==> config.mk <==
export PLATFORM = sky130hd
export DESIGN_NAME = min_image_closest_pair_distance
export DESIGN_NICKNAME = d
export VERILOG_FILES = /design/src/hdl/mipd_pkg.sv /design/src/hdl/mipd_ctrl.sv /design/src/hdl/mipd_datapath.sv /design/src/hdl/min_image_closest_pair_distance.sv
export SDC_FILE = /design/constraint.sdc
export NUM_CORES = 2
export LEC_CHECK = 0
export CORE_MARGIN = 4
export CORE_UTILIZATION = 30
export DETAILED_ROUTE_END_ITERATION = 8
export DONT_BUFFER_PORTS = 1
export GPL_TIMING_DRIVEN = 0
export SLEW_MARGIN = 20
export SYNTH_ARGS = -nofsm -noshare
export SYNTH_HDL_FRONTEND = slang
export SYNTH_SLANG_ARGS = --single-unit
==> constraint.sdc <==
create_clock -name clock -period 10.3 [get_ports clock]
set_input_delay 1.545 -clock clock [delete_from_list [all_inputs] [get_ports clock]]
set_output_delay 1.545 -clock clock [all_outputs]
set_load 0.03 [all_outputs]
==> src/hdl/mipd_pkg.sv <==
package mipd_pkg;

   // field widths fixed by the word formats
   localparam int IN_W = 21;
   localparam int DISP_W = 22;
   localparam int DIST_W = 46;
   localparam int ENTRY_W = 21;
   localparam int ROW_W = 3 * ENTRY_W;
   localparam int CSR_IDX_W = 2;
   localparam int AXIS_W = 2;

   localparam int COORD_FRAC_BITS_DEFAULT = 16;

   localparam logic [DIST_W-1:0] DIST_MAX = '1;

   // register indexes
   localparam logic [CSR_IDX_W-1:0] CSR_BOX_ROW_X = 2'd0;
   localparam logic [CSR_IDX_W-1:0] CSR_BOX_ROW_Y = 2'd1;
   localparam logic [CSR_IDX_W-1:0] CSR_BOX_ROW_Z = 2'd2;

   // axis / box column codes
   localparam logic [AXIS_W-1:0] AXIS_A = 2'd0;
   localparam logic [AXIS_W-1:0] AXIS_B = 2'd1;
   localparam logic [AXIS_W-1:0] AXIS_C = 2'd2;

   // what the shared multiplier works on this cycle
   typedef enum logic [1:0] {
      MUL_NONE  = 2'd0,
      MUL_FIRST = 2'd1,
      MUL_MAC   = 2'd2,
      MUL_SQR   = 2'd3
   } mul_op_type;

   typedef struct packed {
      logic              load;
      mul_op_type        mul_op;
      logic [AXIS_W-1:0] row;
      logic [AXIS_W-1:0] col;
      logic              round_en;
      logic              commit;
   } dp_cmd_type;

   typedef struct packed {
      logic last_pair;
      logic rsp_busy;
   } dp_status_type;

endpackage

==> src/hdl/mipd_ctrl.sv <==
module mipd_ctrl (
   input  logic                    clock,
   input  logic                    reset,
   input  logic                    req_valid,
   output logic                    req_stall,
   input  mipd_pkg::dp_status_type status,
   output mipd_pkg::dp_cmd_type    cmd
);

   typedef enum logic [3:0] {
      ST_IDLE  = 4'b0001,
      ST_RUN   = 4'b0010,
      ST_DRAIN = 4'b0100,
      ST_CHECK = 4'b1000
   } state_type;

   // steps of one box row: three products, drain, round, square
   localparam logic [2:0] PH_MAC0  = 3'd0;
   localparam logic [2:0] PH_MAC1  = 3'd1;
   localparam logic [2:0] PH_MAC2  = 3'd2;
   localparam logic [2:0] PH_DRAIN = 3'd3;
   localparam logic [2:0] PH_ROUND = 3'd4;
   localparam logic [2:0] PH_SQR   = 3'd5;

   localparam logic [mipd_pkg::AXIS_W-1:0] LAST_ROW = mipd_pkg::AXIS_C;

   state_type                     state_ff, state_in;
   logic [mipd_pkg::AXIS_W-1:0]   row_ff, row_in;
   logic [2:0]                    phase_ff, phase_in;

   assign req_stall = (state_ff != ST_IDLE);

   always_comb begin
      state_in = state_ff;
      row_in = row_ff;
      phase_in = phase_ff;
      cmd = '0;
      cmd.mul_op = mipd_pkg::MUL_NONE;
      cmd.row = row_ff;
      cmd.col = mipd_pkg::AXIS_A;
      unique case (state_ff)
         ST_IDLE: begin
            if (req_valid) begin
               cmd.load = 1'b1;
               state_in = ST_RUN;
               row_in = mipd_pkg::AXIS_A;
               phase_in = PH_MAC0;
            end
         end
         ST_RUN: begin
            unique case (phase_ff)
               PH_MAC0: begin
                  cmd.mul_op = mipd_pkg::MUL_FIRST;
                  cmd.col = mipd_pkg::AXIS_A;
               end
               PH_MAC1: begin
                  cmd.mul_op = mipd_pkg::MUL_MAC;
                  cmd.col = mipd_pkg::AXIS_B;
               end
               PH_MAC2: begin
                  cmd.mul_op = mipd_pkg::MUL_MAC;
                  cmd.col = mipd_pkg::AXIS_C;
               end
               PH_ROUND: cmd.round_en = 1'b1;
               PH_SQR:   cmd.mul_op = mipd_pkg::MUL_SQR;
               default:  cmd.mul_op = mipd_pkg::MUL_NONE;
            endcase
            if (phase_ff == PH_SQR) begin
               phase_in = PH_MAC0;
               if (row_ff == LAST_ROW) begin
                  state_in = ST_DRAIN;
               end else begin
                  row_in = row_ff + 1'b1;
               end
            end else begin
               phase_in = phase_ff + 1'b1;
            end
         end
         ST_DRAIN: state_in = ST_CHECK;
         ST_CHECK: begin
            // a last pair waits until the output register is free
            if (!(status.last_pair && status.rsp_busy)) begin
               cmd.commit = 1'b1;
               state_in = ST_IDLE;
            end
         end
         default: state_in = ST_IDLE;
      endcase
   end

   always_ff @(posedge clock) begin
      if (reset) begin
         state_ff <= ST_IDLE;
         row_ff <= mipd_pkg::AXIS_A;
         phase_ff <= PH_MAC0;
      end else begin
         state_ff <= state_in;
         row_ff <= row_in;
         phase_ff <= phase_in;
      end
   end

   a_accept_starts_run: assert property (@(posedge clock) disable iff (reset)
      (req_valid && !req_stall) |=> (state_ff == ST_RUN))
      else $error("accepted word did not start the sequence");

   a_commit_slot_free: assert property (@(posedge clock) disable iff (reset)
      (cmd.commit && status.last_pair) |-> !status.rsp_busy)
      else $error("result committed while output register busy");

   a_drain_after_last_row: assert property (@(posedge clock) disable iff (reset)
      (state_ff == ST_DRAIN) |->
         $past(state_ff == ST_RUN && row_ff == LAST_ROW && phase_ff == PH_SQR))
      else $error("drain entered before all rows were squared");

endmodule

==> src/hdl/mipd_datapath.sv <==
module mipd_datapath #(
   parameter int COORD_FRAC_BITS = mipd_pkg::COORD_FRAC_BITS_DEFAULT
) (
   input  logic                                clock,
   input  logic                                reset,
   input  mipd_pkg::dp_cmd_type                cmd,
   output mipd_pkg::dp_status_type             status,
   input  logic                                csr_write_en,
   input  logic [mipd_pkg::CSR_IDX_W-1:0]      csr_index,
   input  logic [mipd_pkg::ROW_W-1:0]          csr_wdata,
   input  logic signed [mipd_pkg::IN_W-1:0]    req_first_a,
   input  logic signed [mipd_pkg::IN_W-1:0]    req_first_b,
   input  logic signed [mipd_pkg::IN_W-1:0]    req_first_c,
   input  logic signed [mipd_pkg::IN_W-1:0]    req_second_a,
   input  logic signed [mipd_pkg::IN_W-1:0]    req_second_b,
   input  logic signed [mipd_pkg::IN_W-1:0]    req_second_c,
   input  logic                                req_last_pair,
   output logic                                rsp_valid,
   input  logic                                rsp_stall,
   output logic [mipd_pkg::DIST_W-1:0]         rsp_min_dist2,
   output logic signed [mipd_pkg::DISP_W-1:0]  rsp_disp_a,
   output logic signed [mipd_pkg::DISP_W-1:0]  rsp_disp_b,
   output logic signed [mipd_pkg::DISP_W-1:0]  rsp_disp_c
);

   localparam int F = COORD_FRAC_BITS;
   localparam int IN_W = mipd_pkg::IN_W;
   localparam int DISP_W = mipd_pkg::DISP_W;
   localparam int DIST_W = mipd_pkg::DIST_W;
   localparam int ENTRY_W = mipd_pkg::ENTRY_W;
   localparam int ROW_W = mipd_pkg::ROW_W;
   localparam int W_W = F + 1;
   localparam int T_W = (DISP_W + 1 > F + 1) ? DISP_W + 1 : F + 1;
   // |acc| <= 3 * 2^(ENTRY_W-1) * 2^F, so a rounded component never needs saturation
   localparam int ACC_W = ENTRY_W + F + 2;
   localparam int R_W = ACC_W - F;
   localparam int MA_W = (ENTRY_W > R_W) ? ENTRY_W : R_W;
   localparam int MB_W = (W_W > R_W) ? W_W : R_W;
   localparam int P_W = MA_W + MB_W;
   localparam int SUM_W = DIST_W + 1;

   localparam logic [T_W-1:0]   HALF_T = T_W'(1) << (F - 1);
   localparam logic [W_W-1:0]   HALF_W = W_W'(1) << (F - 1);
   localparam logic [ACC_W-1:0] HALF_A = ACC_W'(1) << (F - 1);

   logic [ROW_W-1:0]          box_row_ff [3];
   logic [IN_W-1:0]           first_v [3];
   logic [IN_W-1:0]           second_v [3];
   logic [DISP_W-1:0]         d_new [3];
   logic [W_W-1:0]            w_new [3];
   logic [T_W-1:0]            t_new [3];
   logic [DISP_W-1:0]         d_ff [3];
   logic [W_W-1:0]            w_ff [3];
   logic                      last_ff;

   logic [ROW_W-1:0]          row_sel;
   logic signed [ENTRY_W-1:0] h_sel;
   logic signed [W_W-1:0]     w_sel;
   logic signed [MA_W-1:0]    mul_a;
   logic signed [MB_W-1:0]    mul_b;
   logic signed [P_W-1:0]     prod_in, prod_ff;
   mipd_pkg::mul_op_type      ptag_ff;

   logic [ACC_W-1:0]          acc_ff, acc_in, rnd;
   logic signed [R_W-1:0]     r_ff;
   logic [SUM_W-1:0]          sum_ff, sum_in;
   logic [DIST_W-1:0]         pair_dist2;
   logic                      better;

   logic [DIST_W-1:0]         best_dist2_ff;
   logic [DISP_W-1:0]         best_disp_ff [3];
   logic                      rsp_valid_ff, rsp_valid_in;
   logic [DIST_W-1:0]         rsp_dist_ff;
   logic [DISP_W-1:0]         rsp_disp_ff [3];

   assign first_v[0] = req_first_a;
   assign first_v[1] = req_first_b;
   assign first_v[2] = req_first_c;
   assign second_v[0] = req_second_a;
   assign second_v[1] = req_second_b;
   assign second_v[2] = req_second_c;

   // difference and nearest-image wrap, round half up
   always_comb begin
      for (int i = 0; i < 3; i++) begin
         d_new[i] = {second_v[i][IN_W-1], second_v[i]} - {first_v[i][IN_W-1], first_v[i]};
         t_new[i] = {{(T_W - DISP_W){d_new[i][DISP_W-1]}}, d_new[i]} + HALF_T;
         w_new[i] = {1'b0, t_new[i][F-1:0]} - HALF_W;
      end
   end

   // operand select for the shared multiplier
   always_comb begin
      unique case (cmd.row)
         mipd_pkg::AXIS_A: row_sel = box_row_ff[0];
         mipd_pkg::AXIS_B: row_sel = box_row_ff[1];
         mipd_pkg::AXIS_C: row_sel = box_row_ff[2];
         default:          row_sel = '0;
      endcase
      unique case (cmd.col)
         mipd_pkg::AXIS_A: begin
            h_sel = row_sel[ENTRY_W-1:0];
            w_sel = w_ff[0];
         end
         mipd_pkg::AXIS_B: begin
            h_sel = row_sel[2*ENTRY_W-1:ENTRY_W];
            w_sel = w_ff[1];
         end
         mipd_pkg::AXIS_C: begin
            h_sel = row_sel[3*ENTRY_W-1:2*ENTRY_W];
            w_sel = w_ff[2];
         end
         default: begin
            h_sel = '0;
            w_sel = '0;
         end
      endcase
      if (cmd.mul_op == mipd_pkg::MUL_SQR) begin
         mul_a = MA_W'(r_ff);
         mul_b = MB_W'(r_ff);
      end else begin
         mul_a = MA_W'(h_sel);
         mul_b = MB_W'(w_sel);
      end
      prod_in = mul_a * mul_b;
   end

   // the registered product lands in the cycle after it was issued
   always_comb begin
      acc_in = acc_ff;
      sum_in = sum_ff;
      unique case (ptag_ff)
         mipd_pkg::MUL_FIRST: acc_in = ACC_W'(prod_ff);
         mipd_pkg::MUL_MAC:   acc_in = acc_ff + ACC_W'(prod_ff);
         mipd_pkg::MUL_SQR:   sum_in = sum_ff + SUM_W'(prod_ff);
         default:             acc_in = acc_ff;
      endcase
      if (cmd.load) begin
         sum_in = '0;
      end
      rnd = acc_ff + HALF_A;
   end

   assign pair_dist2 = (sum_ff > SUM_W'(mipd_pkg::DIST_MAX)) ? mipd_pkg::DIST_MAX
                                                              : sum_ff[DIST_W-1:0];
   assign better = (pair_dist2 < best_dist2_ff);

   assign rsp_valid_in = (cmd.commit && last_ff) || (rsp_valid_ff && rsp_stall);
   assign status.last_pair = last_ff;
   assign status.rsp_busy = rsp_valid_ff && rsp_stall;

   always_ff @(posedge clock) begin
      if (reset) begin
         for (int i = 0; i < 3; i++) begin
            box_row_ff[i] <= '0;
            best_disp_ff[i] <= '0;
         end
         best_dist2_ff <= mipd_pkg::DIST_MAX;
         ptag_ff <= mipd_pkg::MUL_NONE;
         rsp_valid_ff <= 1'b0;
      end else begin
         ptag_ff <= cmd.mul_op;
         rsp_valid_ff <= rsp_valid_in;
         if (csr_write_en) begin
            unique case (csr_index)
               mipd_pkg::CSR_BOX_ROW_X: box_row_ff[0] <= csr_wdata;
               mipd_pkg::CSR_BOX_ROW_Y: box_row_ff[1] <= csr_wdata;
               mipd_pkg::CSR_BOX_ROW_Z: box_row_ff[2] <= csr_wdata;
               default: ;
            endcase
         end
         if (cmd.commit) begin
            if (last_ff) begin
               best_dist2_ff <= mipd_pkg::DIST_MAX;
               for (int i = 0; i < 3; i++) begin
                  best_disp_ff[i] <= '0;
               end
            end else if (better) begin
               best_dist2_ff <= pair_dist2;
               for (int i = 0; i < 3; i++) begin
                  best_disp_ff[i] <= d_ff[i];
               end
            end
         end
      end
   end

   always_ff @(posedge clock) begin
      prod_ff <= prod_in;
      acc_ff <= acc_in;
      sum_ff <= sum_in;
      if (cmd.load) begin
         last_ff <= req_last_pair;
         for (int i = 0; i < 3; i++) begin
            d_ff[i] <= d_new[i];
            w_ff[i] <= w_new[i];
         end
      end
      if (cmd.round_en) begin
         r_ff <= rnd[ACC_W-1:F];
      end
      if (cmd.commit && last_ff) begin
         rsp_dist_ff <= better ? pair_dist2 : best_dist2_ff;
         for (int i = 0; i < 3; i++) begin
            rsp_disp_ff[i] <= better ? d_ff[i] : best_disp_ff[i];
         end
      end
   end

   assign rsp_valid = rsp_valid_ff;
   assign rsp_min_dist2 = rsp_dist_ff;
   assign rsp_disp_a = rsp_disp_ff[0];
   assign rsp_disp_b = rsp_disp_ff[1];
   assign rsp_disp_c = rsp_disp_ff[2];

   a_run_cleared_after_emit: assert property (@(posedge clock) disable iff (reset)
      (cmd.commit && last_ff) |=>
         (best_dist2_ff == mipd_pkg::DIST_MAX && best_disp_ff[0] == '0
          && best_disp_ff[1] == '0 && best_disp_ff[2] == '0))
      else $error("kept minimum not cleared after a result");

   a_word_only_from_commit: assert property (@(posedge clock) disable iff (reset)
      (rsp_valid_ff && !$past(rsp_valid_ff)) |-> $past(cmd.commit && last_ff))
      else $error("result word appeared without a last pair commit");

endmodule

==> src/hdl/min_image_closest_pair_distance.sv <==
// Closest-pair minimum-image distance between two molecules in a triclinic box.
// Request channel (req_*): one atom pair per word in scaled Q4.16 coordinates,
// with req_last_pair marking the final pair of a molecule pair. Response channel
// (rsp_*): one word per molecule pair, the smallest squared distance and the
// unwrapped scaled difference of the pair that gave it (first of equal wins).
// Both channels: a word moves on a clock edge with valid high and stall low.
// Box matrix rows are written on the csr_* port; the user must write them only
// while the block is idle, and the block itself does not enforce this. One
// shared multiplier forms each pair's nine matrix products and three squares
// in turn (six steps per box row), with accept, drain and compare cycles around
// them; req_stall is high while a pair is being worked on.
// The response sits in an output register, so the next pair is taken while a
// word waits; only a last pair whose word finds that register still stalled
// waits in its compare step until the receiver takes the earlier word.
// Synchronous reset clears the box rows to zero, drops rsp_valid and starts a
// fresh run with the kept distance at its largest value.
module min_image_closest_pair_distance #(
   parameter int COORD_FRAC_BITS = mipd_pkg::COORD_FRAC_BITS_DEFAULT
) (
   input  logic                                clock,
   input  logic                                reset,
   input  logic                                req_valid,
   output logic                                req_stall,
   input  logic signed [mipd_pkg::IN_W-1:0]    req_first_a,
   input  logic signed [mipd_pkg::IN_W-1:0]    req_first_b,
   input  logic signed [mipd_pkg::IN_W-1:0]    req_first_c,
   input  logic signed [mipd_pkg::IN_W-1:0]    req_second_a,
   input  logic signed [mipd_pkg::IN_W-1:0]    req_second_b,
   input  logic signed [mipd_pkg::IN_W-1:0]    req_second_c,
   input  logic                                req_last_pair,
   output logic                                rsp_valid,
   input  logic                                rsp_stall,
   output logic [mipd_pkg::DIST_W-1:0]         rsp_min_dist2,
   output logic signed [mipd_pkg::DISP_W-1:0]  rsp_disp_a,
   output logic signed [mipd_pkg::DISP_W-1:0]  rsp_disp_b,
   output logic signed [mipd_pkg::DISP_W-1:0]  rsp_disp_c,
   input  logic                                csr_write_en,
   input  logic [mipd_pkg::CSR_IDX_W-1:0]      csr_index,
   input  logic [mipd_pkg::ROW_W-1:0]          csr_wdata
);

   mipd_pkg::dp_cmd_type    cmd;
   mipd_pkg::dp_status_type status;

   mipd_ctrl u_ctrl (
      .clock     (clock),
      .reset     (reset),
      .req_valid (req_valid),
      .req_stall (req_stall),
      .status    (status),
      .cmd       (cmd)
   );

   mipd_datapath #(
      .COORD_FRAC_BITS (COORD_FRAC_BITS)
   ) u_datapath (
      .clock         (clock),
      .reset         (reset),
      .cmd           (cmd),
      .status        (status),
      .csr_write_en  (csr_write_en),
      .csr_index     (csr_index),
      .csr_wdata     (csr_wdata),
      .req_first_a   (req_first_a),
      .req_first_b   (req_first_b),
      .req_first_c   (req_first_c),
      .req_second_a  (req_second_a),
      .req_second_b  (req_second_b),
      .req_second_c  (req_second_c),
      .req_last_pair (req_last_pair),
      .rsp_valid     (rsp_valid),
      .rsp_stall     (rsp_stall),
      .rsp_min_dist2 (rsp_min_dist2),
      .rsp_disp_a    (rsp_disp_a),
      .rsp_disp_b    (rsp_disp_b),
      .rsp_disp_c    (rsp_disp_c)
   );

endmodule

==> flow_summary.yaml <==
place:
  hpwl_microns: 128000
  portBuffers: 0
  place_congestion: 0.958
  dp_cells: 7418
logic_synthesis:
  synth_nets: 6176
  syn_avg_cell_area_sq_um: 10.3
  synth_edf_count: 496
  synth-main-ff-cell: "edfxtp_1"
  synth-warning-count: 0
  synthArstFlopShare_pct: 0
  synthDistinctLibCells: 77
  syn_inst: 5085
  synth_area_sq_um: 52300
  ys_seq_area_share_pct: 34.3
  ys_seq_elements: 647
finish:
  final_common_cell: "inv_1"
  fillers: 17302
  fin_cells: 7546
  most-common-layout-cells: "inv_1, fa_1, edfxtp_1"
  final_util_pct: 34.2
  drive_gt1_share_pct: 9.97
  seq_area_sq_um: 17900
  multiInputGateArea_sq_um: 31100
  final_nets: 6269
  antenna_cells: 0
  areaGrowthSynthToFinish_pct: 12.7
clocking:
  insertion_delay_ns: 0.69
  htreeDepth: 3
  cts_sinks: 647
  cts_root_buffer: "clkbuf_16"
  cts_hold_buffers: 0
  clockBufferDepth: 3
  cts_tree: "done"
  cts_made_buffers: 72
  clk_pin_slew_ns: 0.06
sta:
  relSlewSlack_pct: 27.5
  hold_viol_final: 0
  rsz0062_at_grt: "yes"
  setup-violations-final: 0
  fmax_ghz: 0.0991
  period_share_pct: 98.0
  slew_viol_final: 0
  tightest_slew_ns: 1.08
  skew_ns: 0.0340
  timing.final.crit_period_ns: 10.09
outcome:
  status: "completed"
floorplan:
  core-area_sq_um: 172000
  io_pins: 311
  dieArea_sq_um: 181000
  initial_core_util_pct: 30.3
  die_w_microns: 425
  die_y_microns: 425
  rows: 152
setup_path:
  path_class: "reg -> reg"
  crit_path_max_fanout: 10
  slowest_stage: "clkbuf_1"
  reg2reg_depth: 31
  cp_common_cell: "fa_1"
  crit_path_end_kind: "flop"
  cp-startpoint: "u_ctrl.state_ff[3]"
  r2r_setup_slack_ns: 0.21
  r2r-start: "u_ctrl.state_ff[3]"
  critPathRequiredTime_ns: 10.84
  r2r_end: "u_datapath.prod_ff[43]"
  critPathArrivalTime_ns: 10.63
  cp_slowest_stage_delay_ns: 0.63
  worst_setup_path_start_kind: "flop"
  crit_end: "u_datapath.prod_ff[43]"
detailed_routing:
  drt-initial-drc-count: 3321
  drt-wirelength-per-cell_microns: 20.9
  vias: 37586
  wirelength_microns: 158000
  ant_nets: 0
  vias_per_cell: 4.98
  drtPass1Iterations: 9
  drcViolationCount: 0
worst_hold_path:
  whs_path_depth: 2
  min_path_type: "reg -> reg"
grt:
  grtUsageTotal_pct: 17.3
  grt_max_degree: 43
  gr-total-overflow: 0
  grt_pass1_wl_microns: 238000
  antenna_found_initial: 2
  grt_pass1_vias: 38296
run:
  maxCapViolCount: 0
[sequential cells by signal, indices dropped and copies added (netlist names), 2 cells and up]
| register | flops |
|---|---|
| u_ctrl.state_ff | 4 |
| u_datapath.box_row_ff | 189 |
| u_datapath.ptag_ff | 2 |
| u_datapath.rsp_disp_ff | 66 |
| u_datapath.prod_ff | 46 |
| u_datapath.rsp_min_dist2 | 46 |
| u_datapath.sum_ff | 47 |
| u_datapath.best_dist2_ff | 46 |
| u_datapath.r_ff | 23 |
| u_datapath.d_ff | 66 |
| u_datapath.best_disp_ff | 66 |
| u_ctrl.row_ff | 2 |
| u_ctrl.phase_ff | 3 |
| u_datapath.acc_ff | 39 |
[critical path, delay by kind of cell, from the launching register on]
| kind | cells | cell delay [ns] |
|---|---|---|
| AOI/OAI and AO/OA | 8 | 2.41 |
| and+or+nand+nor | 9 | 1.61 |
| buffers and inverters | 6 | 1.74 |
| adders and majority gates | 8 | 3.78 |
| DFF | 1 | 0.38 |
[worst min-delay path by stage]
stage / startpoint / to / slack [ns]
detailed placement: u_datapath.best_dist2_ff[17] / u_datapath.best_dist2_ff[17] / 0.46
CTS: u_datapath.best_dist2_ff[11] / u_datapath.best_dist2_ff[11] / 0.47
global placement: u_datapath.best_dist2_ff[31] / u_datapath.best_dist2_ff[31] / 0.45
floorplan: u_datapath.best_dist2_ff[10] / u_datapath.best_dist2_ff[10] / 0.44
global route: u_datapath.best_dist2_ff[11] / u_datapath.best_dist2_ff[11] / 0.49
finish: u_datapath.best_dist2_ff[11] / u_datapath.best_dist2_ff[11] / 0.47
[area by class of cell]
cell class	instances	area share, %
multi-input combinational	3424	52.9
timing repair buffer	37	0.879
buffer	175	1.43
inverter	821	5.23
tap	2310	4.91
clock inverter	41	0.894
clock buffer	91	3.37
sequential	647	30.4
[synth_stat cells, types with 14 or more instances]
cell | count | share of area (%)
inv_1 | 820 | 5.9
nand2_1 | 405 | 2.9
a21boi_0 | 14 | 0.20
and2_1 | 141 | 1.7
or2_2 | 72 | 0.86
nor2b_1 | 27 | 0.32
a21oi_1 | 219 | 2.1
dfxtp_1 | 151 | 5.8
ha_1 | 324 | 7.8
nand3b_1 | 16 | 0.23
fa_1 | 570 | 22
o21ai_0 | 122 | 1.2
xor2_1 | 50 | 0.84
and3_1 | 20 | 0.24
xnor2_1 | 148 | 2.5
mux2i_1 | 80 | 1.5
o21a_1 | 28 | 0.40
nand4_1 | 25 | 0.30
edfxtp_1 | 496 | 28
nor2_1 | 521 | 3.7
a21o_1 | 93 | 1.3
nand2b_1 | 37 | 0.44
mux2_2 | 101 | 2.2
nor3_1 | 71 | 0.68
o22ai_1 | 17 | 0.20
or3_1 | 35 | 0.42
buf_2 | 17 | 0.16
a31oi_1 | 21 | 0.25
o21bai_1 | 18 | 0.26
nand3_1 | 34 | 0.33
a222oi_1 | 63 | 1.2
clkbuf_1 | 163 | 1.2
a211oi_1 | 17 | 0.24
[per-layer routing]
| layer | up-vias | wire length, microns | track usage (%) |
|---|---|---|---|
| met4 | 2 | 6660 | 6.97 |
| met3 | 271 | 10800 | 3.33 |
| li1 | 17052 | - | - |
| met2 | 1293 | 73200 | 27.8 |
| met5 | - | 10 | 0 |
| met1 | 18968 | 67400 | 22.9 |
[repair_timing]
action	CTS	global route
pin swaps	2	7
endpoints found under the hold margin	0	0
setup buffers	2	12
endpoints found under the setup margin	24	12
resized for setup	133	97
[kinds of logic after synthesis]
group           after synthesis  synth area share [%]
mux                         181                  3.71
flops                       647                  34.3
xor+xnor                    198                  3.32
simple gates               1429                  12.6
fa+ha+maj                   894                  29.6
compound gates              722                  9.19
buf+inv                    1014                  7.37
[metrics by stage]
step                      setup TNS, ns  setup WS, ns  cell area (sq um)  hold WS, ns
after floorplan                       0         0.960              52300        0.442
after global placement          -380.11         -3.64              55200        0.452
after detailed placement         -19.43         -1.47              55700        0.456
after CTS                             0       0.00340              58600        0.474
after global routing            -0.0690       -0.0690              58900        0.494
final                                 0         0.210              58900        0.471
Power is left out: the tool's default activity adds up to more than one toggle a clock period on the data nets, which glitch-free logic cannot reach.
